### src/design/tmse_pkg.sv
// ----------------------------------------------------------------------------
// tmse_pkg
// Shared types and constants for the Turing machine step engine.
// ----------------------------------------------------------------------------
package tmse_pkg;

    localparam int NUM_STATES  = 16;
    localparam int NUM_SYMBOLS = 16;
    localparam int TAPE_CELLS  = 1024;

    localparam int STATE_W    = 4;
    localparam int SYM_W      = 4;
    localparam int MOVE_W     = 2;
    localparam int TAPE_AW    = 10;
    localparam int RULE_AW    = STATE_W + SYM_W;
    localparam int RULE_DEPTH = NUM_STATES * NUM_SYMBOLS;
    localparam int STEP_W     = 16;
    localparam int STATUS_W   = 3;

    localparam logic [TAPE_AW-1:0] TAPE_LAST = TAPE_AW'(TAPE_CELLS - 1);
    localparam logic [STEP_W-1:0]  MAX_STEPS_RST = 16'd1000;
    localparam logic [STATE_W-1:0] STATE_HALT  = 4'd0;
    localparam logic [STATE_W-1:0] STATE_START = 4'd1;

    // Commands.
    localparam logic [1:0] CMD_LOAD_RULE = 2'd0;
    localparam logic [1:0] CMD_LOAD_CELL = 2'd1;
    localparam logic [1:0] CMD_START     = 2'd2;
    localparam logic [1:0] CMD_STEP      = 2'd3;

    // Head moves.
    localparam logic [MOVE_W-1:0] MOVE_RIGHT = 2'd1;
    localparam logic [MOVE_W-1:0] MOVE_LEFT  = 2'd2;

    // Status codes.
    localparam logic [STATUS_W-1:0] ST_RUN    = 3'd0;
    localparam logic [STATUS_W-1:0] ST_HALT   = 3'd1;
    localparam logic [STATUS_W-1:0] ST_NORULE = 3'd2;
    localparam logic [STATUS_W-1:0] ST_LEFT   = 3'd3;
    localparam logic [STATUS_W-1:0] ST_RIGHT  = 3'd4;
    localparam logic [STATUS_W-1:0] ST_LIMIT  = 3'd5;
    localparam logic [STATUS_W-1:0] ST_IDLE   = 3'd6;

    typedef struct packed {
        logic [1:0]         command;
        logic [STATE_W-1:0] rule_state;
        logic [SYM_W-1:0]   rule_symbol;
        logic [SYM_W-1:0]   write_symbol;
        logic [MOVE_W-1:0]  head_move;
        logic [STATE_W-1:0] next_state;
        logic               rule_defined;
        logic [TAPE_AW-1:0] cell_index;
        logic [SYM_W-1:0]   cell_symbol;
        logic [TAPE_AW-1:0] head_start;
    } t_in_item;

    typedef struct packed {
        logic [STATUS_W-1:0] status;
        logic [STATE_W-1:0]  state_now;
        logic [TAPE_AW-1:0]  head_now;
        logic [SYM_W-1:0]    read_symbol;
        logic [SYM_W-1:0]    written_symbol;
        logic [STEP_W-1:0]   steps_done;
    } t_out_item;

    typedef struct packed {
        logic [SYM_W-1:0]   sym;
        logic [MOVE_W-1:0]  move;
        logic [STATE_W-1:0] next;
    } t_rule_entry;

    typedef struct packed {
        logic               en;
        logic [TAPE_AW-1:0] addr;
        logic [SYM_W-1:0]   data;
    } t_tape_wr;

    typedef struct packed {
        logic               en;
        logic [RULE_AW-1:0] addr;
        t_rule_entry        entry;
        logic               defined;
    } t_rule_wr;

endpackage

### src/design/tmse_tape_ram.sv
// ----------------------------------------------------------------------------
// tmse_tape_ram
// Tape memory, one symbol per cell, with a clearing pass after reset.
// ----------------------------------------------------------------------------
module tmse_tape_ram
    import tmse_pkg::*;
(
    input  logic               i_clk,
    input  logic               i_rst_n,
    input  t_tape_wr           i_wr,
    input  logic [TAPE_AW-1:0] i_raddr,
    output logic [SYM_W-1:0]   o_rdata,
    output logic               o_clr_busy
);

    logic [SYM_W-1:0]   r_mem [TAPE_CELLS];
    logic [SYM_W-1:0]   r_rdata;
    logic               r_clr_busy;
    logic [TAPE_AW-1:0] r_clr_addr;

    always_ff @(posedge i_clk) begin
        if (!i_rst_n) begin
            r_clr_busy <= 1'b1;
            r_clr_addr <= '0;
        end else if (r_clr_busy) begin
            r_clr_addr <= r_clr_addr + 1'b1;
            if (r_clr_addr == TAPE_LAST) begin
                r_clr_busy <= 1'b0;
            end
        end
    end

    // The sweep owns the write port until every cell holds the blank symbol.
    always_ff @(posedge i_clk) begin
        if (r_clr_busy) begin
            r_mem[r_clr_addr] <= '0;
        end else if (i_wr.en) begin
            r_mem[i_wr.addr] <= i_wr.data;
        end
        r_rdata <= r_mem[i_raddr];
    end

    assign o_rdata    = r_rdata;
    assign o_clr_busy = r_clr_busy;

endmodule

### config.mk
export PLATFORM = sky130hd
export DESIGN_NAME = tmse_tape_ram
export DESIGN_NICKNAME = d
export VERILOG_FILES = /design/src/design/tmse_pkg.sv /design/src/design/tmse_tape_ram.sv
export SDC_FILE = /design/constraint.sdc
export NUM_CORES = 2
export LEC_CHECK = 0
export ABC_AREA = 0
export BUFFER_PORTS_ARGS = -buffer_cell sky130_fd_sc_hd__buf_2
export CAP_MARGIN = 20
export CORE_AREA = 8 8 619 682
export CTS_BUF_LIST = sky130_fd_sc_hd__clkbuf_8
export CTS_CLUSTER_DIAMETER = 60
export DETAILED_ROUTE_END_ITERATION = 7
export DIE_AREA = 0 0 627 690
export PLACE_DENSITY = 0.54
export SLEW_MARGIN = 20
export SYNTH_ARGS = -nofsm -noshare
export SYNTH_HDL_FRONTEND = slang
export SYNTH_SLANG_ARGS = --single-unit
### constraint.sdc
create_clock -name i_clk -period 21.1 [get_ports i_clk]
set_input_delay 2.11 -clock i_clk [delete_from_list [all_inputs] [get_ports i_clk]]
set_output_delay 2.11 -clock i_clk [all_outputs]
set_load 0.005 [all_outputs]
; Yosys cells after proc, flatten, opt, wreduce, memory -nomap -nowiden
; Memory sizes are Yosys's and may differ from the RTL's. A register that Yosys moved wholly into a read port is not among the register bits.
; Index checks and enable logic that the tools add are counted.
; Widths: inputs -> output; s select.
[op_classes]
n_addsub = 1
n_eq_ne = 1
mux = 10
n_reduce_logical = 1
[op_table]
columns = op, n
row1 = $add 10x1->10 const B, 1
row2 = $eq 10x10->1 const B, 1
row3 = $mux 10, 1
row4 = $mux 1, 8
row5 = $mux 4, 1
row6 = $reduce_or 4->1, 1
[word_totals]
ff_bits = 11
mem_bits_rw = 4096
in_bits = 27
wordCells = 16
mem_count = 1
[memory_table]
columns = memory, words, word_bits, rd, rd_ports_with_merged_regs, write_ports, line
row1 = r_mem, 1024, 4, 1, 1, 1, tmse_tape_ram.sv:16  ; logic [SYM_W-1:0] r_mem [TAPE_CELLS];

; Longest topological paths before layout
[depth]
depth_word = 5
depth_mapped = 16
ltp_nobuf = 8

; Worst setup path after synthesis
; Ideal clock, no wire load.
[synth_timing]
path_type = input port to flip-flop
start = in i_wr[14] in the netlist's numbering
end = mem r_mem[0][0] (data pin)
setup_ns = 2.869
arrival_ns = 15.656
setup_slack_ns = 2.575
path_stages = 4
path_cell_list = nor2b_1 clkbuf_1 clkbuf_1 and2_1
[synth_between]
elab_chain_len = 5
[synth_rtl]
columns = element, line
row1 = from (decl), tmse_tape_ram.sv:10  ; input t_tape_wr i_wr,
row2 = $mux 1, tmse_tape_ram.sv:37  ; end else if (i_wr.en) begin
row3 = $mux 1, tmse_tape_ram.sv:35  ; if (r_clr_busy) begin
row4 = $mux 1 (implied by the code), tmse_tape_ram.sv:38  ; r_mem[i_wr.addr] <= i_wr.data;
row5 = $reduce_or 4->1 (no line), --
row6 = $mux 4 (no line), --
row7 = to (decl), tmse_tape_ram.sv:16
; Every way passes these cells.

; Worst setup path after layout
[layout_timing]
start = in i_wr[14] in the netlist's numbering
end = mem r_mem[114][0] (data pin)
; The elaborated chain is that of the path after synthesis.

==> summary.txt <==
status: finished clean
Max Cap Viol: 0
area of the mapped netlist: 163300 um2
FF+latch count, synth: 4111
# port buffers: 31
Core Footprint: 410100 um2
Post-CTS Resized: 0
vias in the first global route: 88841
Crit Path Max Fanout: 94
Final Skew: 0.06108 ns
DR vias/cell: 5.877
layout cell share with drive strength beyond 1: 21.49%
Post-Place Worst Slack: 12.74 ns
largest net degree at the start of global routing: 206
CTS tree: built
final count of pins violating max slew: 0
critical path class: primary input to flip-flop
Peak VDD IR: 0.06422 mV
die area: 432600 um2
number of remaining DRC errors: 0
die width: 627 um
Setup Buffers After CTS: 0
relative slew slack: 17.07%
Sink Count: 4111
Max H-tree Level: 6
Netlist cell types: 91
pwr dens: 87.54 nW/um2
total number of vias: 87032
final worst path period share: 34.39%
Ys Warns: 0
RSZ-0062 raised after global routing: false
Nets: 8843
setup violators final: 0
setup TNS: 0 ns
Worst R2R Setup Slack: 14.43 ns
Avg Synthesized Cell Area: 19.23 um2
maximum clock path buffer count: 4
fin util: 44.18%
sum of net half-perimeters after detailed placement: 296.5 mm
most frequent CP cell: buf_4
Buf/Inv on CP: 6
Arr. time, crit path: 8.10 ns
sequential cell area fraction in the yosys report: 75.49%
Least-Margin Pin Slew: 1.227 ns
PnR worst setup slack: 13.84 ns
total chip power: 15.86 mW
root buffer cell: clkbuf_8
Critical Path Max Stage Delay: 0.92 ns
Hold Buf Count CTS: 0
Total GRT Usage: 22.46%
Pre-Repair DR Iteration Count: 6
EDFF count, synth: 4096
Critical Path RT: 21.95 ns
final wirelength: 499.9 mm
Synth top area share: 75.31%
Final Cell Area: 181200 um2
Initial Util: 39.82%
Slowest-stage cell, CP: buf_4
delay-heaviest family, CP: buffers and inverters
first-pass GRT wire length: 695.6 mm
share of flip-flops with an asynchronous set or reset: 0%
Synth area leader: edfxtp_1
Placement Cell Area: 169300 um2
min cycle time layout: 7.256 ns
insertion delay to the later sink of the worst-skew pair: 1.21 ns
crit end category: flip-flop
clock buffer count from CTS: 646
Rows: 247
initial antenna violation count: 42
Post-synth top flop: edfxtp_1
final hold vios: 0
Area contributors post-synth: edfxtp_1 75%, mux4_2 11%, mux2i_1 2.9%
fmax: 0.1378 GHz
cell leakage power: 61.50 nW
Routed wire per std cell: 33.76 um
Synth Instances: 8491
Setup crit start kind: primary input
GPL Wtd Cong: 0.8191
DRT antenna net count: 0
Mapped Nets: 8519
Die Height: 690 um
DRT iter0 DRCs: 10452
HP Class: flip-flop to flip-flop
clk slew on worst S/H paths: 0.06 ns
Cell Chain, Critical Path: buf_2, nor2b_2, and2_4, buf_4, buf_4, buf_4, buf_4, buf_4
GRT overflow: 0
Syn-to-layout area delta: 10.92%
IO Count: 32
metrics by stage:
| stage | std cells | hold WS (ns) |
|---|---|---|
| after floorplan | 8491 | 0.4772 |
| after global placement | 13638 | 0.5044 |
| after detailed placement | 13643 | 0.5157 |
| after CTS | 14784 | 0.5276 |
| after global routing | 14793 | 0.5916 |
| final | 14809 | 0.5298 |
registers in the layout, summed over array words and instances (netlist names):
name / count
o_rdata: 4
r_mem: 4096
r_clr_addr: 10
o_clr_busy: 1
cell type report:
type	instances	area, um2
fillers	35321	228900
repair buffers	275	2255
well taps	5478	6854
diodes	23	57.56
inverters	12	57.56
clock inverters	483	2718
clock buffers	658	9056
multi-input cells	3769	36870
flip-flops and latches	4111	123300
per-layer routing:
metal | vias to the layer above | wire length [um] | part of all wire (%) | track usage, %
li1 | 35359 | - | - | -
met1 | 46731 | 195300 | 39 | 29.86
met2 | 4145 | 244400 | 49 | 37.12
met3 | 793 | 39830 | 8.0 | 3.870
met4 | 4 | 20340 | 4.1 | 8.363
met5 | - | 26 | 0.0052 | 0
placed cells by master (no fill, tap or decap), drive strengths merged, types with 20 or more instances in the layout:
cell type,instances
a211oi,35
a21oi,145
a221oi,38
a22o,32
a22oi,98
and2,28
buf,274
bufinv,20
clkbuf,658
clkinv,224
diode,23
edfxtp,4096
inv,236
mux2,27
mux2i,468
mux4,831
nand2,196
nand3,44
nand4,26
nor2,1152
nor3,64
nor4,28
o21ai,85
o221ai,140
o22ai,125
cells by family (layout without fill, tap and decap cells):
family	after synthesis	in the layout	synth area share, %
flip-flops	4111	4111	75.49
AND/OR/NAND/NOR	1632	1632	4.164
multiplexers	1326	1326	14.56
AO/OA/AOI/OAI	803	803	3.467
buffers and inverters	611	1428	2.271
XOR/XNOR	7	7	0.03754
adder cells (fa/ha/maj)	1	1	0.007660
other	0	23	0
synthesized netlist by cell type (all sizes together), types with 7 or more instances:
master   instances
nor4            28
clkbuf         261
o22ai          125
mux4           831
nor3b            8
dfxtp           15
inv             11
nand2          196
a22oi           98
nor2b           17
nand2b          14
a31oi           17
o221ai         140
buf            337
and3            10
a21oi          145
and2            28
nand3           44
mux2i          468
a221oi          38
a2111oi         17
nand3b          11
a22o            32
edfxtp        4096
o211ai          10
nor2          1152
a211oi          35
nor3            64
a211o            7
or3              9
o2111ai          7
o31ai            8
nand4           26
o21ai           85
mux2            27
worst register-to-register path: stages (launching register included):
cell and delay [ns]:
dfxtp_1 0.45, nor2b_2 0.73, and2_4 0.89, buf_4 0.77, buf_4 0.96, buf_4 0.82
buf_4 0.70, buf_4 0.92
power breakdown:
group          internal, mW  switching, mW
Sequential             8.85        0.00777
Combinational         0.226          0.441
Clock                  3.16           3.18
path summary, 6_finish.rpt:
| check | from | end | cells past startpoint |
|---|---|---|---|
| max | i_wr[14] | r_mem[114][0]$_DFFE_PP_ | 8 |
| min | r_clr_addr[7]$_SDFFE_PN0P_ | r_clr_addr[7]$_SDFFE_PN0P_ | 2 |
| max reg2reg | o_clr_busy$_SDFF_PN1_ | r_mem[114][0]$_DFFE_PP_ | 7 |
| min reg2reg | r_clr_addr[7]$_SDFFE_PN0P_ | r_clr_addr[7]$_SDFFE_PN0P_ | 2 |
No activity file was read; power rests on OpenSTA's default activity.
