## src/design/tmse_pkg.sv

```systemverilog
// ----------------------------------------------------------------------------
// tmse_pkg
// Shared types and constants for the Turing machine step engine.
// ----------------------------------------------------------------------------
package tmse_pkg;

    localparam int NUM_STATES  = 16;
    localparam int NUM_SYMBOLS = 16;
    localparam int TAPE_CELLS  = 1024;

    localparam int STATE_W    = 4;
    localparam int SYM_W      = 4;
    localparam int MOVE_W     = 2;
    localparam int TAPE_AW    = 10;
    localparam int RULE_AW    = STATE_W + SYM_W;
    localparam int RULE_DEPTH = NUM_STATES * NUM_SYMBOLS;
    localparam int STEP_W     = 16;
    localparam int STATUS_W   = 3;

    localparam logic [TAPE_AW-1:0] TAPE_LAST = TAPE_AW'(TAPE_CELLS - 1);
    localparam logic [STEP_W-1:0]  MAX_STEPS_RST = 16'd1000;
    localparam logic [STATE_W-1:0] STATE_HALT  = 4'd0;
    localparam logic [STATE_W-1:0] STATE_START = 4'd1;

    // Commands.
    localparam logic [1:0] CMD_LOAD_RULE = 2'd0;
    localparam logic [1:0] CMD_LOAD_CELL = 2'd1;
    localparam logic [1:0] CMD_START     = 2'd2;
    localparam logic [1:0] CMD_STEP      = 2'd3;

    // Head moves.
    localparam logic [MOVE_W-1:0] MOVE_RIGHT = 2'd1;
    localparam logic [MOVE_W-1:0] MOVE_LEFT  = 2'd2;

    // Status codes.
    localparam logic [STATUS_W-1:0] ST_RUN    = 3'd0;
    localparam logic [STATUS_W-1:0] ST_HALT   = 3'd1;
    localparam logic [STATUS_W-1:0] ST_NORULE = 3'd2;
    localparam logic [STATUS_W-1:0] ST_LEFT   = 3'd3;
    localparam logic [STATUS_W-1:0] ST_RIGHT  = 3'd4;
    localparam logic [STATUS_W-1:0] ST_LIMIT  = 3'd5;
    localparam logic [STATUS_W-1:0] ST_IDLE   = 3'd6;

    typedef struct packed {
        logic [1:0]         command;
        logic [STATE_W-1:0] rule_state;
        logic [SYM_W-1:0]   rule_symbol;
        logic [SYM_W-1:0]   write_symbol;
        logic [MOVE_W-1:0]  head_move;
        logic [STATE_W-1:0] next_state;
        logic               rule_defined;
        logic [TAPE_AW-1:0] cell_index;
        logic [SYM_W-1:0]   cell_symbol;
        logic [TAPE_AW-1:0] head_start;
    } t_in_item;

    typedef struct packed {
        logic [STATUS_W-1:0] status;
        logic [STATE_W-1:0]  state_now;
        logic [TAPE_AW-1:0]  head_now;
        logic [SYM_W-1:0]    read_symbol;
        logic [SYM_W-1:0]    written_symbol;
        logic [STEP_W-1:0]   steps_done;
    } t_out_item;

    typedef struct packed {
        logic [SYM_W-1:0]   sym;
        logic [MOVE_W-1:0]  move;
        logic [STATE_W-1:0] next;
    } t_rule_entry;

    typedef struct packed {
        logic               en;
        logic [TAPE_AW-1:0] addr;
        logic [SYM_W-1:0]   data;
    } t_tape_wr;

    typedef struct packed {
        logic               en;
        logic [RULE_AW-1:0] addr;
        t_rule_entry        entry;
        logic               defined;
    } t_rule_wr;

endpackage

```

## src/design/tmse_rule_ram.sv

```systemverilog
// ----------------------------------------------------------------------------
// tmse_rule_ram
// Transition rule memory indexed by {state, symbol}, with defined flags.
// ----------------------------------------------------------------------------
module tmse_rule_ram
    import tmse_pkg::*;
(
    input  logic               i_clk,
    input  logic               i_rst_n,
    input  t_rule_wr           i_wr,
    input  logic [RULE_AW-1:0] i_raddr,
    output t_rule_entry        o_rdata,
    output logic               o_rdef
);

    t_rule_entry            r_mem [RULE_DEPTH];
    logic [RULE_DEPTH-1:0]  r_def;
    t_rule_entry            r_rdata;
    logic                   r_rdef;

    // The defined flags clear at reset, so no rule exists until loaded.
    always_ff @(posedge i_clk) begin
        if (!i_rst_n) begin
            r_def  <= '0;
            r_rdef <= 1'b0;
        end else begin
            if (i_wr.en) begin
                r_def[i_wr.addr] <= i_wr.defined;
            end
            r_rdef <= r_def[i_raddr];
        end
    end

    always_ff @(posedge i_clk) begin
        if (i_wr.en) begin
            r_mem[i_wr.addr] <= i_wr.entry;
        end
        r_rdata <= r_mem[i_raddr];
    end

    assign o_rdata = r_rdata;
    assign o_rdef  = r_rdef;

endmodule

```

## config.mk

```make
export PLATFORM = sky130hd
export DESIGN_NAME = tmse_rule_ram
export DESIGN_NICKNAME = d
export VERILOG_FILES = /design/src/design/tmse_pkg.sv /design/src/design/tmse_rule_ram.sv
export SDC_FILE = /design/constraint.sdc
export NUM_CORES = 2
export LEC_CHECK = 0
export BUFFER_PORTS_ARGS = -buffer_cell sky130_fd_sc_hd__buf_2
export CORE_MARGIN = 4
export CORE_UTILIZATION = 30
export CTS_CLUSTER_SIZE = 30
export DETAILED_ROUTE_END_ITERATION = 10
export PLACE_DENSITY_LB_ADDON = 0.1
export SETUP_SLACK_MARGIN = 0.5
export SLEW_MARGIN = 10
export SYNTH_ARGS = -nofsm -noshare
export SYNTH_HDL_FRONTEND = slang
export SYNTH_SLANG_ARGS = --single-unit
```

## constraint.sdc

```tcl
create_clock -name i_clk -period 2.53 [get_ports i_clk]
set_input_delay 0.1265 -clock i_clk [delete_from_list [all_inputs] [get_ports i_clk]]
set_output_delay 0.1265 -clock i_clk [all_outputs]
set_load 0.05 [all_outputs]
```

== Word-level counts from Yosys, hierarchy flattened ==
Memory sizes are Yosys's and may differ from the RTL's. A register that Yosys moved wholly into a read port is not among the register bits.
Index checks and enable logic that the tools add are counted.

* Reductions and logical operators: 1
* Order comparisons: 3
* Multiplexer cells: 7

{| class="wikitable"
|+ Operators by type and width
! cell !! number
|-
| bitwise mux 256 bit || 1
|-
| less-than comparator 8 x 9 -> 1 bit, second input constant || 2
|-
| binary-select mux 1 bit (select 8 bit) || 1
|-
| demux 1 bit (select 8 bit) || 1
|-
| greater-or-equal comparator 8 x 1 -> 1 bit, second input constant || 1
|-
| 2-to-1 mux 1 bit || 4
|-
| logical AND 1 bit || 1
|}

* Input port bits: 30
* Memory bits (writable): 2560
* Register bits after elaboration: 257
* Output and inout bits: 11
* Logic and storage cells: 14
* Memories: 1

{| class="wikitable"
|+ Memories
! memory !! words !! bits a word !! read ports !! clocked after memory_dff !! wr ports !! line !! source
|-
| r_mem || 256 || 10 || 1 || 1 || 1 || tmse_rule_ram.sv:16 || <nowiki>t_rule_entry r_mem [RULE_DEPTH];</nowiki>
|}

== Logic depth before layout (Yosys ltp) ==
* Depth in word-level cells: 5
* Mapped depth: 12
* Depth with buffers taken out: 6

== Worst setup path before layout ==
OpenSTA, ideal clock, no wires.

* Path kind: input-to-reg
* Start point: in i_raddr[1]
* End point: reg o_rdata[8] (netlist name)
* Data arrival time: 2.187 ns
* Required time: 2.410 ns
* Stages: 9
* Setup time: 0.120 ns
* Path slack: 0.223 ns
* Buffers on the path: 3
* Cells stage by stage: buf_2 > buf_1 > buf_1 > mux4_2 > a22oi_1 > a21oi_1 > nor4_1 > o22ai_1 > a211o_1

{| class="wikitable"
|+ RTL lines
! what !! line !! source
|-
| start: declaration || tmse_rule_ram.sv:11 || <nowiki>input logic [RULE_AW-1:0] i_raddr,</nowiki>
|}

==> flow_summary.rst <==
.. list-table::
   :header-rows: 1

   * - Metric
     - Value
   * - Number of port buffers
     - 40
   * - Final count of pins violating max slew
     - 0
   * - Final setup skew
     - 0.0739 ns
   * - Fraction of the mapped netlist area in compound gates
     - 0.0616
   * - VDD IR-drop max
     - 0.604 mV
   * - Fin nets
     - 6550
   * - CTS root buf
     - sky130_fd_sc_hd__clkbuf_16
   * - Area enclosed by the die boundary
     - 375000 sq um
   * - First-pass GRT wire length
     - 471 mm
   * - Share of cell area taken by muxes after synthesis
     - 0.146
   * - Adder-cell area share of the yosys netlist
     - 0
   * - Final critical path time including I/O delays and setup
     - 2.51 ns
   * - Unrepaired setup endpoints after global routing
     - true
   * - Hold wc startpoint
     - i_wr[13]
   * - Largest net degree at the start of global routing
     - 96
   * - Number of warnings issued by yosys
     - 0
   * - Average wire per standard cell
     - 28.6 um
   * - Required arrival time at the worst endpoint
     - 3.35 ns
   * - Number of instances on the worst hold path
     - 7
   * - Area overhead of the layout relative to synthesis
     - 21.9%
   * - Overall routed net length
     - 332 mm
   * - Area share of the largest cell type after synthesis
     - 0.701
   * - Number of max-capacitance violations reported
     - 0
   * - Commonest cells in the synthesized netlist
     - sky130_fd_sc_hd__edfxtp_1, sky130_fd_sc_hd__mux4_2, sky130_fd_sc_hd__a22oi_1
   * - Crit path launch type
     - register
   * - Number of flops mapped to enable cells by yosys
     - 2560
   * - Setup slack, reg-to-reg
     - 0.02 ns
   * - Clock power share
     - 0.443
   * - Number of setup violations in the final report
     - 0
   * - Number of DRC violations after detailed routing
     - 0
   * - Chip height
     - 613 um
   * - Internal power
     - 79.8 mW
   * - Highest clock rate
     - 398 MHz
   * - Chip Width
     - 613 um
   * - Slew at the pin closest to its max-slew limit
     - 0.836 ns
   * - Post-place instance area
     - 122000 sq um
   * - Switching share of power
     - 0.222
   * - DRT iter0 DRCs
     - 4787
   * - Vias in the first global route
     - 60700
   * - Max transition margin
     - 0.443
   * - Asr flop ratio synth
     - 0
   * - TritonCTS clock tree
     - yes
   * - Instance count of the mapped netlist
     - 5690
   * - Number of distinct library cells after synthesis
     - 47
   * - Element type at the critical path end
     - register
   * - Post-synth net total
     - 5720
   * - Combined area of all synthesized cells
     - 110000 sq um
   * - Fraction of power consumed by sequential logic
     - 0.498
   * - Power dissipated by switching net loads
     - 22.8 mW
   * - Detailed-route via count
     - 58200
   * - Remaining global-route overflow
     - 0
   * - Total power
     - 103 mW
   * - Number of antenna violations at the first check in global routing
     - 24
   * - Post-synthesis sequential element count
     - 2827
   * - Total clock sinks
     - 2827
   * - Reg2reg end
     - o_rdata[2]$_DFF_P_
   * - Initial cell density of the core
     - 0.302
   * - Synthesized-area fraction occupied by xor and xnor cells
     - 0
   * - Worst reg2reg path depth
     - 8
   * - Lkg Pwr
     - 42.2 nW
   * - Simple-Gate Fraction of Synth Area
     - 0.0259
   * - Overall routing resource usage
     - 0.174
   * - Total CTS buffers
     - 320
   * - Start-to-end type of the worst setup path
     - register to register
   * - Mapped Avg Cell Area
     - 19.3 sq um
   * - Reg clk slew, reported paths
     - 0.06 ns
   * - Total power divided by cell area
     - 767 nW/um^2
   * - Buffers from clock root to sink, at most
     - 4
   * - Cell with the most instances after synthesis
     - sky130_fd_sc_hd__edfxtp_1
   * - Placed wire-length estimate
     - 219 mm
   * - Placer congestion estimate
     - 0.806
   * - Hold Crit Class
     - primary input to register
   * - Final count of hold timing violations
     - 0
   * - Run status
     - finished clean
   * - Fraction of layout cells with a size suffix above 1
     - 0.326
   * - Most area-hungry cell type in the Yosys netlist
     - sky130_fd_sc_hd__edfxtp_1
   * - TritonRoute pass-1 iters
     - 5
   * - Avg Vias per Cell
     - 5.02
   * - Total non-filler cell area in the finished layout
     - 134000 sq um
   * - Core area
     - 363000 sq um
   * - Sequential share of the synthesized area
     - 0.750
   * - Hold EP
     - r_def[122]$_SDFFE_PN0P_
   * - Total setup buffers inserted after CTS
     - 0
   * - Total number of placement rows
     - 221
   * - Combinational power share
     - 0.058
   * - Largest fanout of any net on the critical path
     - 1
   * - Cells taking the most area after synthesis
     - sky130_fd_sc_hd__edfxtp_1, sky130_fd_sc_hd__mux4_2, sky130_fd_sc_hd__dfxtp_1, sky130_fd_sc_hd__a22oi_1, sky130_fd_sc_hd__a21boi_0
   * - Arrival time of the worst setup path
     - 3.33 ns
   * - Most used DFF post-synth
     - sky130_fd_sc_hd__edfxtp_1
   * - Dominant combinational cell family by area after synthesis
     - multiplexers
   * - ANT nets after route
     - 0
   * - Insertion delay of the later-clocked pin in the worst-skew pair
     - 0.92 ns
   * - Critical R2R Launch
     - r_mem[60][2]$_DFFE_PP_
   * - Period utilization
     - 0.992
   * - Number of H-tree levels
     - 5
   * - I/O pin count
     - 41
## critical path, cell delays in order (launching register included)
cell	delay, ns
sky130_fd_sc_hd__edfxtp_1	0.36
sky130_fd_sc_hd__mux4_2	0.47
sky130_fd_sc_hd__a22oi_1	0.35
sky130_fd_sc_hd__a21oi_2	0.10
sky130_fd_sc_hd__buf_4	0.16
sky130_fd_sc_hd__nor4_4	0.46
sky130_fd_sc_hd__buf_4	0.20
sky130_fd_sc_hd__nor2_2	0.05
sky130_fd_sc_hd__a211o_1	0.27
## state kept, by name, summed over array words and instances (netlist names)
signal and count:
o_rdata 10, r_def 256, r_mem 2560, o_rdef 1
## cells in the final DEF (no fill, tap or decap), types with 6 or more instances in the layout
cell type | Yosys | routed
sky130_fd_sc_hd__nor2_1 | 278 | 270
sky130_fd_sc_hd__nand3_1 | 11 | 7
sky130_fd_sc_hd__buf_4 | 17 | 720
sky130_fd_sc_hd__buf_12 | 0 | 125
sky130_fd_sc_hd__nor4_2 | 0 | 6
sky130_fd_sc_hd__or4_4 | 0 | 10
sky130_fd_sc_hd__buf_6 | 31 | 10
sky130_fd_sc_hd__clkinv_2 | 0 | 60
sky130_fd_sc_hd__a22oi_2 | 0 | 74
sky130_fd_sc_hd__nand2_2 | 0 | 7
sky130_fd_sc_hd__nor2b_1 | 36 | 31
sky130_fd_sc_hd__o21ai_0 | 239 | 238
sky130_fd_sc_hd__nand2_1 | 286 | 274
sky130_fd_sc_hd__mux2i_1 | 48 | 48
sky130_fd_sc_hd__buf_8 | 0 | 12
sky130_fd_sc_hd__a21boi_0 | 237 | 237
sky130_fd_sc_hd__o221ai_1 | 12 | 12
sky130_fd_sc_hd__a21oi_2 | 0 | 29
sky130_fd_sc_hd__diode_2 | 0 | 13
sky130_fd_sc_hd__dlygate4sd3_1 | 0 | 21
sky130_fd_sc_hd__edfxtp_1 | 2560 | 2560
sky130_fd_sc_hd__clkbuf_1 | 264 | 68
sky130_fd_sc_hd__bufinv_16 | 0 | 24
sky130_fd_sc_hd__nor4_4 | 0 | 21
sky130_fd_sc_hd__clkbuf_16 | 0 | 328
sky130_fd_sc_hd__clkinv_1 | 1 | 78
sky130_fd_sc_hd__o22ai_1 | 16 | 14
sky130_fd_sc_hd__mux4_2 | 687 | 687
sky130_fd_sc_hd__a22oi_1 | 321 | 247
sky130_fd_sc_hd__dfxtp_1 | 267 | 262
sky130_fd_sc_hd__buf_2 | 54 | 26
sky130_fd_sc_hd__a211o_1 | 12 | 12
sky130_fd_sc_hd__clkinv_8 | 0 | 11
sky130_fd_sc_hd__a21oi_1 | 181 | 149
## logic make-up after synthesis
family          Yosys count
flops                  2827
compound gates         1037
mux                     736
simple gates            679
buf+inv                 411
## how the worst max path moves through the flow
stage / to / start / cells past startpoint / slack, ns
after floorplan: o_rdata[1]$_DFF_P_ / i_raddr[0] / 8 / 0.39
after global placement: o_rdata[1]$_DFF_P_ / i_raddr[0] / 10 / -1.33
after global routing: o_rdata[2]$_DFF_P_ / r_mem[56][2]$_DFFE_PP_ / 9 / -0.02
final: o_rdata[2]$_DFF_P_ / r_mem[60][2]$_DFFE_PP_ / 8 / 0.02
after CTS: o_rdata[3]$_DFF_P_ / r_mem[43][3]$_DFFE_PP_ / 8 / 0.07
after detailed placement: o_rdata[3]$_DFF_P_ / i_raddr[0] / 11 / -1.30
## layer usage
layer / vias up / global-route usage / part of all wire
met3: 397 / 0.0216 / 0.039
met1: 31500 / 0.243 / 0.45
met2: 1219 / 0.292 / 0.49
met4: 0 / 0.0407 / 0.023
li1: 25100 / - / -
met5: - / 0 / 0
## stage by stage
step	worst slack, ns	cells	setup TNS, ns	hold WS, ns	utilization
6_report	0.0194	11600	0	0.105	0.368
5_1_grt	-0.0239	11600	-0.0284	0.0950	0.368
4_1_cts	0.0683	11600	0	0.00198	0.367
3_5_place_dp	-1.30	11000	-10.63	0.471	0.337
3_3_place_gp	-1.33	11000	-10.82	0.464	0.337
2_1_floorplan	0.388	5690	0	0.225	-
## final cells by class
cell class	count	area, sq um
Sequential cell	2827	82200
Fill cell	33900	230000
Clock inverter	186	1720
Multi-Input combinational cell	2452	26700
Inverter	3	11.3
Tap cell	4794	6000
Antenna cell	13	32.5
Timing Repair Buffer	916	8570
Clock buffer	399	8500
## repair_timing
action                                 4_1_cts  5_1_grt
setup endpoints to repair                   16      181
endpoints found under the hold margin     2205        0
hold buffers                                22        0
pin swaps                                   50       28
resized for setup                          143       52
## power by group through the flow
stage	Clock, mW	Combinational (mW)	Sequential, mW
CTS	46.8	6.08	51.1
floorplan	0	2.55	52.1
detailed placement	0	5.85	52.1
finish	45.4	6.00	51.1
global placement	0	5.83	52.1
global route	48.9	6.35	51.1
Power figures use the tool's default switching activity.
